==> config.mk <==
export PLATFORM = sky130hd
export DESIGN_NAME = gnd_front
export DESIGN_NICKNAME = d
export VERILOG_FILES = /design/src/hw/rtl/greedy_neighbour_deferral_assert.svh /design/src/hw/rtl/gnd_pkg.sv /design/src/hw/rtl/gnd_front.sv
export SDC_FILE = /design/constraint.sdc
export NUM_CORES = 1
export LEC_CHECK = 0
export ABC_AREA = 1
export CAP_MARGIN = 40
export CORE_MARGIN = 3
export CORE_UTILIZATION = 65
export CTS_BUF_LIST = sky130_fd_sc_hd__clkbuf_8
export CTS_CLUSTER_SIZE = 10
export DETAILED_ROUTE_END_ITERATION = 7
export DONT_BUFFER_PORTS = 1
export PLACE_DENSITY_LB_ADDON = 0.25
export SYNTH_ARGS = -nofsm -noshare
export SYNTH_HDL_FRONTEND = slang
export SYNTH_SLANG_ARGS = --single-unit
==> constraint.sdc <==
create_clock -name aclk -period 9.99 [get_ports aclk]
set_clock_uncertainty 0.2 [all_clocks]
set_input_delay 0.4995 -clock aclk [delete_from_list [all_inputs] [get_ports aclk]]
set_output_delay 0.4995 -clock aclk [all_outputs]
set_load 0.01 [all_outputs]
==> src/hw/rtl/greedy_neighbour_deferral_assert.svh <==
// Assertion macros for the neighbour deferral block
`ifndef GREEDY_NEIGHBOUR_DEFERRAL_ASSERT_SVH
`define GREEDY_NEIGHBOUR_DEFERRAL_ASSERT_SVH
`ifndef SYNTHESIS
`define GND_ASSERT_IMP(label, clk, rstn, ante, cons) \
    label: assert property (@(posedge clk) disable iff (!rstn) (ante) |-> (cons)) \
        else $error("assertion failed");
`define GND_ASSERT_NXT(label, clk, rstn, ante, cons) \
    label: assert property (@(posedge clk) disable iff (!rstn) (ante) |=> (cons)) \
        else $error("assertion failed");
`else
`define GND_ASSERT_IMP(label, clk, rstn, ante, cons)
`define GND_ASSERT_NXT(label, clk, rstn, ante, cons)
`endif
`endif

==> src/hw/rtl/gnd_pkg.sv <==
// ---------------------------------------------------------------------------
// gnd_pkg
// Shared types and constants of the neighbour deferral block.
// ---------------------------------------------------------------------------
package gnd_pkg;
    localparam int EDGE_DEPTH = 1024;
    localparam int LIST_DEPTH = 256;
    localparam int NODE_BITS  = 16;
    localparam int EA_BITS    = $clog2(EDGE_DEPTH);
    localparam int LA_BITS    = $clog2(LIST_DEPTH);
    localparam int ECNT_BITS  = EA_BITS + 1;
    localparam int LCNT_BITS  = LA_BITS + 1;
    // Deferrals in one run: a zero row can hit the same zero candidate once
    // per visited candidate, so the count can pass the list length
    localparam int RUN_CNT_BITS = 2 * LA_BITS;
    localparam int SLOT_BITS  = 10;
    localparam int CMD_BITS   = 2;
    localparam int ST_BITS    = 2;
    localparam int RATIO_BITS = 16;
    localparam int Q_DEPTH    = 2;

    typedef enum logic [CMD_BITS-1:0] {
        CMD_LOAD_EDGE = 2'd0,
        CMD_LOAD_CAND = 2'd1,
        CMD_RUN       = 2'd2,
        CMD_READ      = 2'd3
    } cmd_t;

    typedef enum logic [ST_BITS-1:0] {
        ST_OK    = 2'd0,
        ST_EMPTY = 2'd1,
        ST_RANGE = 2'd2
    } status_t;

    // Classified item from front to back
    typedef struct packed {
        cmd_t                 cmd;
        logic                 bad_slot;
        logic [SLOT_BITS-1:0] slot;
        logic [NODE_BITS-1:0] edge_row;
        logic [NODE_BITS-1:0] edge_col;
        logic [NODE_BITS-1:0] node_id;
    } op_t;

    typedef enum logic [3:0] {
        B_IDLE, B_READ, B_RDOUT, B_SKIPRD, B_SKIP, B_MRGRD, B_MERGE,
        B_NEXT, B_DIV, B_DONE
    } bstate_t;
endpackage

==> src/hw/rtl/gnd_front.sv <==
// ---------------------------------------------------------------------------
// gnd_front
// Accepts items, checks slot range and pushes them into a small queue.
// ---------------------------------------------------------------------------
module gnd_front
    import gnd_pkg::*;
(
    input  logic                 aclk,
    input  logic                 aresetn,
    input  logic                 s_valid,
    output logic                 s_ready,
    input  logic [CMD_BITS-1:0]  s_cmd,
    input  logic [SLOT_BITS-1:0] s_slot,
    input  logic [NODE_BITS-1:0] s_edge_row,
    input  logic [NODE_BITS-1:0] s_edge_col,
    input  logic [NODE_BITS-1:0] s_node_id,
    output logic                 q_valid,
    output op_t                  q_op,
    input  logic                 q_pop
);
    op_t  fifo_reg [Q_DEPTH];
    logic wptr_reg, rptr_reg, wptr_next, rptr_next;
    logic [1:0] cnt_reg, cnt_next;
    op_t  op_in;
    logic push;

    // Classify the incoming item
    always_comb begin
        op_in.cmd      = cmd_t'(s_cmd);
        op_in.slot     = s_slot;
        op_in.edge_row = s_edge_row;
        op_in.edge_col = s_edge_col;
        op_in.node_id  = s_node_id;
        if (cmd_t'(s_cmd) == CMD_LOAD_EDGE)
            op_in.bad_slot = ({1'b0, s_slot} >= (SLOT_BITS+1)'(EDGE_DEPTH));
        else if (cmd_t'(s_cmd) == CMD_RUN)
            op_in.bad_slot = 1'b0;
        else
            op_in.bad_slot = ({1'b0, s_slot} >= (SLOT_BITS+1)'(LIST_DEPTH));
    end

    assign s_ready = (cnt_reg != 2'(Q_DEPTH));
    assign push    = s_valid && s_ready;
    assign q_valid = (cnt_reg != 2'd0);
    assign q_op    = fifo_reg[rptr_reg];

    always_comb begin
        wptr_next = wptr_reg ^ push;
        rptr_next = rptr_reg ^ q_pop;
        cnt_next  = cnt_reg + 2'(push) - 2'(q_pop);
    end

    always_ff @(posedge aclk) begin
        if (!aresetn) begin
            wptr_reg <= 1'b0;
            rptr_reg <= 1'b0;
            cnt_reg  <= 2'd0;
        end else begin
            wptr_reg <= wptr_next;
            rptr_reg <= rptr_next;
            cnt_reg  <= cnt_next;
        end
    end

    always_ff @(posedge aclk) begin
        if (push) fifo_reg[wptr_reg] <= op_in;
    end
endmodule

==> flow_summary.ini, run 1 <==
[status]
status = finished, final reports clean

[synth]
synth-seq-cells = 127
synth_seq_area_share_pct = 76.2
yosys-top-cells-area = edfxtp_1 (74%), mux2_4 (18%), buf_12 (2.4%)
syn_nets = 288
synth_top_area_share_pct = 74.1
synth_area_per_cell_um2 = 22.3
netlist_area_mm2 = 0.00494
yosys_warnings = 0
ys_types = 14
synthCells = 222
yosysTopAreaCell = edfxtp_1

[place]
gp_congestion = 0.666
hpwlAfterDp_mm = 5.03
pre_cts_ws_ns = 7.44
port-buffer-count = 0
placed_cells = 317

[grt]
overflow = 0
grt_pass1_wl_mm = 12.8
grt_max_degree = 50
antenna_found_initial = 0
grt_usage_pct = 20.2
first_global_vias = 2425

[critical_path]
worst-path-max-fanout = 37
worst-setup-path-type = reg -> reg
critPathLaunchType = flip-flop
cp.required_ns = 9.83
crit_arrival_ns = 2.46
rr_worst_depth = 6
startpoint = cnt_reg[0]$_SDFF_PN0_
end_kind = flip-flop
r2r-start = cnt_reg[0]$_SDFF_PN0_

[route]
routedWlPerCell_um = 20.1
num_vias = 2245
post-route-drc-count = 0
drt_iter0_markers = 137
wl_mm = 8.24
drt.antenna.violating_nets = 0
drtPass1Iterations = 4
via_per_inst = 5.48

[pwr]
p_per_area_mw_per_mm2 = 208
power_leakage_nw = 2.18
ir_worst_vdd_v = 0.000157

[finish]
final_common_cell = edfxtp_1
post-route-util_pct = 81.6
diodes = 0
areaGrowthSynthToFinish_pct = 21.1
multi_input_area_mm2 = 0.00103
seq_area_mm2 = 0.00377
layout_common_cells = edfxtp_1 (122), dlygate4sd3_1 (61), mux2_4 (60)
fillers = 355
largest_register_ffs = 122
nets = 364
instances_no_fill = 410
drive_above_1_share_pct = 31.5

[floorplanning]
io_pins = 127
start_util_pct = 67.4
die_y_um = 93.2
dieArea_mm2 = 0.00869
rows = 31
core-area_mm2 = 0.00733
die_w_um = 93.2

[sta]
fin_ws_ns = 7.38
fin_crit_ns = 2.61
report.final.slew_viol_count = 0
hold_violations = 0
rsz0062_at_grt = false
maxSlewHeadroom_pct = 58.2
setup_viol = 0
setup_tns_ns = 0
max_freq_mhz = 383
worstMarginPinSlew_ns = 0.625
timing.final.crit_share_pct = 26.2

[cts]
ctsHoldBuffers = 61
h-tree-depth = 4
post-cts-setup-buffers = 0
cts_tree = yes
clk_latency_ns = 0.40
cts_root_buf = clkbuf_8
clkSinkCount = 127
cts_resized = 0
cts-buffers-inserted = 17
path_clk_slew_ns = 0.07
clock_path_buffers = 2

[worst_hold_path]
min_path_type = in -> reg
whs_path_depth = 2
worstHoldStart = aresetn

[run]
maxCapViolCount = 0
==> stage by stage <==
stage / power, mW / hold WS, ns / cell area [um^2]
2_1_floorplan: 0.803 / 0.271 / 4940
3_3_place_gp: 0.811 / 0.285 / 4960
3_5_place_dp: 0.823 / 0.297 / 4990
4_1_cts: 1.25 / 0.0124 / 5980
5_1_grt: 1.29 / 0.0420 / 5980
6_report: 1.24 / 0.0516 / 5980
==> worst paths after layout <==
| kind | end | slack [ns] |
|---|---|---|
| min reg2reg | rptr_reg$_SDFF_PN0_ | 0.32 |
| min | wptr_reg$_SDFF_PN0_ | 0.05 |
| max | fifo_reg[0][18]$_DFFE_PP_ | 7.38 |
| max reg2reg | fifo_reg[0][18]$_DFFE_PP_ | 7.38 |
==> synth_stat cells <==
| cell type | number |
|---|---|
| edfxtp_1 | 122 |
| mux2_4 | 60 |
| nand2_1 | 8 |
| inv_1 | 7 |
| buf_12 | 6 |
| dfxtp_1 | 5 |
| nor2_1 | 5 |
| ha_1 | 2 |
| xnor2_1 | 2 |
| a21oi_1 | 1 |
| buf_6 | 1 |
| mux2_2 | 1 |
| nand3_1 | 1 |
| o21a_1 | 1 |
==> metal layers <==
layer  track usage, %  part of all wire (%)
met3             7.88                   8.4
met2             35.3                    55
met4             7.69                   1.3
met5                0                     0
met1             22.3                    36
==> area by class of cell <==
class                   instances  share of cell area (%)
multi-input cells              81                    17.2
flip-flops and latches        127                    63.0
repair buffers                 64                    10.9
inverters                       7                   0.439
clock inverters                15                    2.47
well taps                      99                    2.07
clock buffers                  17                    3.91
==> power breakdown <==
group / total (mW) / leakage, nW / internal (mW) / switching (mW)
logic: 0.172 / 0.815 / 0.0813 / 0.0903
clock network: 0.410 / 0.185 / 0.220 / 0.190
registers: 0.662 / 1.18 / 0.645 / 0.0170
total: 1.24 / 2.18 / 0.946 / 0.298
==> critical path, stage by stage (launching register included) <==
cell and delay, ns:
dfxtp_1 0.38, inv_1 0.07, nand2_1 0.13, nand2_1 0.21, inv_1 0.12, ha_2 0.58, buf_4 0.54
==> cell families (layout without fill, tap and decap cells) <==
| logic type | count (synthesis) | in the layout | synth area share, % |
|---|---|---|---|
| compound gates | 2 | 2 | 0.253 |
| xor+xnor | 2 | 2 | 0.354 |
| fa+ha+maj | 2 | 2 | 0.506 |
| buf+inv | 14 | 103 | 3.19 |
| flops | 127 | 127 | 76.2 |
| mux | 61 | 61 | 18.5 |
| simple gates | 14 | 14 | 1.09 |
Note: power is estimated with default switching activity, not from simulation.
==> run 2, diff against run 1 <==
CORE_UTILIZATION = 59   (was 65)
clock period = 2.2 ns   (was 9.99 ns; I/O delays follow)
==> run 2 against run 1 <==
Effect of this change:
- sequential power rose to 4.5 times the previous value
- combinational power rose to 4.8 times the previous value
- count of clock-buffer cells in the layout unchanged
- critical endpoint is now cnt_reg[0]$_SDFF_PN0_
- utilization down 5.5 points
- non-clock buffer count up 5
- via count down 4.2%
- power rose to 4.5 times the previous value
==> flow_summary.ini, run 2 (synthesis gave the netlist of run 1 again) <==
[finish]
drive_above_1_share_pct = 32.4
layout_common_cells = edfxtp_1 (122), dlygate4sd3_1 (64), mux2_4 (60)
areaGrowthSynthToFinish_pct = 22.0
final_common_cell = edfxtp_1
nets = 369
fillers = 441
final_area_mm2 = 0.00603
largest_register_ffs = 122
diodes = 0

[route]
drt.antenna.violating_nets = 0
routedWlPerCell_um = 19.7
via_per_inst = 5.16
num_vias = 2151
wl_mm = 8.20
drt_iter0_markers = 88
post-route-drc-count = 0
drtPass1Iterations = 4

[sta]
fin_crit_ns = 2.10
fin_ws_ns = 0.0969
report.final.slew_viol_count = 0
holdWs_ns = 0.107
max_freq_mhz = 475
hold_violations = 0
rsz0062_at_grt = false
setup_viol = 0
worstMarginPinSlew_ns = 0.479
timing.final.crit_share_pct = 95.6
maxSlewHeadroom_pct = 68.1
setup_tns_ns = 0

[cts]
clk_latency_ns = 0.41
cts_root_buf = clkbuf_8
clock_path_buffers = 2
post-cts-setup-buffers = 0
h-tree-depth = 4
cts_tree = yes
cts-buffers-inserted = 17
clkSinkCount = 127
path_clk_slew_ns = 0.08

[place]
placed_cell_area_mm2 = 0.00503
port-buffer-count = 0
hpwlAfterDp_mm = 5.00
gp_congestion = 0.702
pre_cts_ws_ns = 0.413

[floorplanning]
core-area_mm2 = 0.00793
io_pins = 127
die_w_um = 97.5
rows = 32
die_y_um = 97.5
start_util_pct = 62.3
dieArea_mm2 = 0.00951

[critical_path]
worstPathCellList = inv_1 -> nand2_1 -> nand2_2 -> xnor2_2 -> ha_1 -> nand2_1 -> dlygate4sd3_1 -> inv_1
cp_slowest_cell = dlygate4sd3_1
critPathLaunchType = flip-flop
startpoint = cnt_reg[0]$_SDFF_PN0_
worst-path-max-fanout = 5
cp.required_ns = 2.32
end_kind = flip-flop
r2r-start = cnt_reg[0]$_SDFF_PN0_
crit_arrival_ns = 2.22
worst-setup-path-type = reg -> reg
slowest_delay_ns = 0.55

[worst_hold_path]
worstHoldStart = q_pop
min_path_type = in -> reg

[pwr]
clkPwrFrac_pct = 31.2
intPower_mw = 4.21
power.switching_mw = 1.34
power_leakage_nw = 2.20
combPwrFrac_pct = 14.9
fin_total_pwr_mw = 5.55
p_per_area_mw_per_mm2 = 920
power_frac_seq_pct = 53.9
ir_worst_vdd_v = 0.000558
swShare_pct = 24.2

[grt]
grt_max_degree = 62
antenna_found_initial = 0
grt_pass1_wl_mm = 12.7
overflow = 0
grt_usage_pct = 17.9
first_global_vias = 2363

[status]
status = finished, final reports clean

[run]
maxCapViolCount = 0
## run 2: cell count changes in the layout (fill, tap and decap cells not counted)
cell / before / now
nand2_2: 0 / 1
nand2_1: 8 / 7
xnor2_1: 2 / 1
buf_12: 0 / 3
clkinv_2: 4 / 5
buf_16: 1 / 0
xnor2_2: 0 / 1
dlygate4sd3_1: 61 / 64
bufinv_16: 2 / 1
inv_6: 1 / 2
clkinv_4: 2 / 1
inv_1: 8 / 7
## run 2: cell type report
type / instances / area (um^2) / share of cell area, %
timing repair buffer: 69 / 716 / 11.9
sequential: 127 / 3770 / 62.5
clock inverter: 14 / 119 / 1.97
inverter: 7 / 26.3 / 0.436
multi-input combinational: 81 / 1040 / 17.3
clock buffer: 17 / 234 / 3.88
tap: 102 / 128 / 2.12
## run 2: critical path, delay by kind of cell, from the launching register on
family | cells | cell delay, ns
buffers and inverters | 3 | 0.65
and+or+nand+nor | 3 | 0.37
adders and majority gates | 1 | 0.28
xor gates and xnor gates | 1 | 0.17
DFF | 1 | 0.35
## run 2: timing repair
action / in CTS / in global routing
hold buffers: 64 / 0
setup endpoints to repair: 0 / 1
endpoints found under the hold margin: 127 / 0
resized for setup: 0 / 2
## run 2: power by group through the flow
stage | registers, mW | clock network [mW] | logic, mW
after floorplan | 3.02 | 0 | 0.617
after global placement | 3.03 | 0 | 0.695
after detailed placement | 3.04 | 0 | 0.710
after CTS | 2.99 | 1.77 | 0.829
after global routing | 3.01 | 1.89 | 0.891
final | 2.99 | 1.73 | 0.828
## run 2: worst paths after layout
path	to	slack (ns)	cells after the start
hold / removal	cnt_reg[1]$_SDFF_PN0_	0.11	6
setup reg to reg	cnt_reg[0]$_SDFF_PN0_	0.1	8
hold reg to reg	rptr_reg$_SDFF_PN0_	0.33	2
setup / recovery	cnt_reg[0]$_SDFF_PN0_	0.1	8
## run 2: through the flow
step | utilization (%) | instances
6_report | 76.1 | 417
5_1_grt | 76.1 | 417
4_1_cts | 75.9 | 417
3_5_place_dp | 63.4 | 322
3_3_place_gp | 63.4 | 322
2_1_floorplan | - | 222
## run 2: layer usage
metal	global-route usage, %	routed length, um	part of all wire, %
met2	30.7	4410	54
met3	8.83	753	9.2
met4	7.03	70	0.85
met5	0	0	0
met1	18.9	2960	36
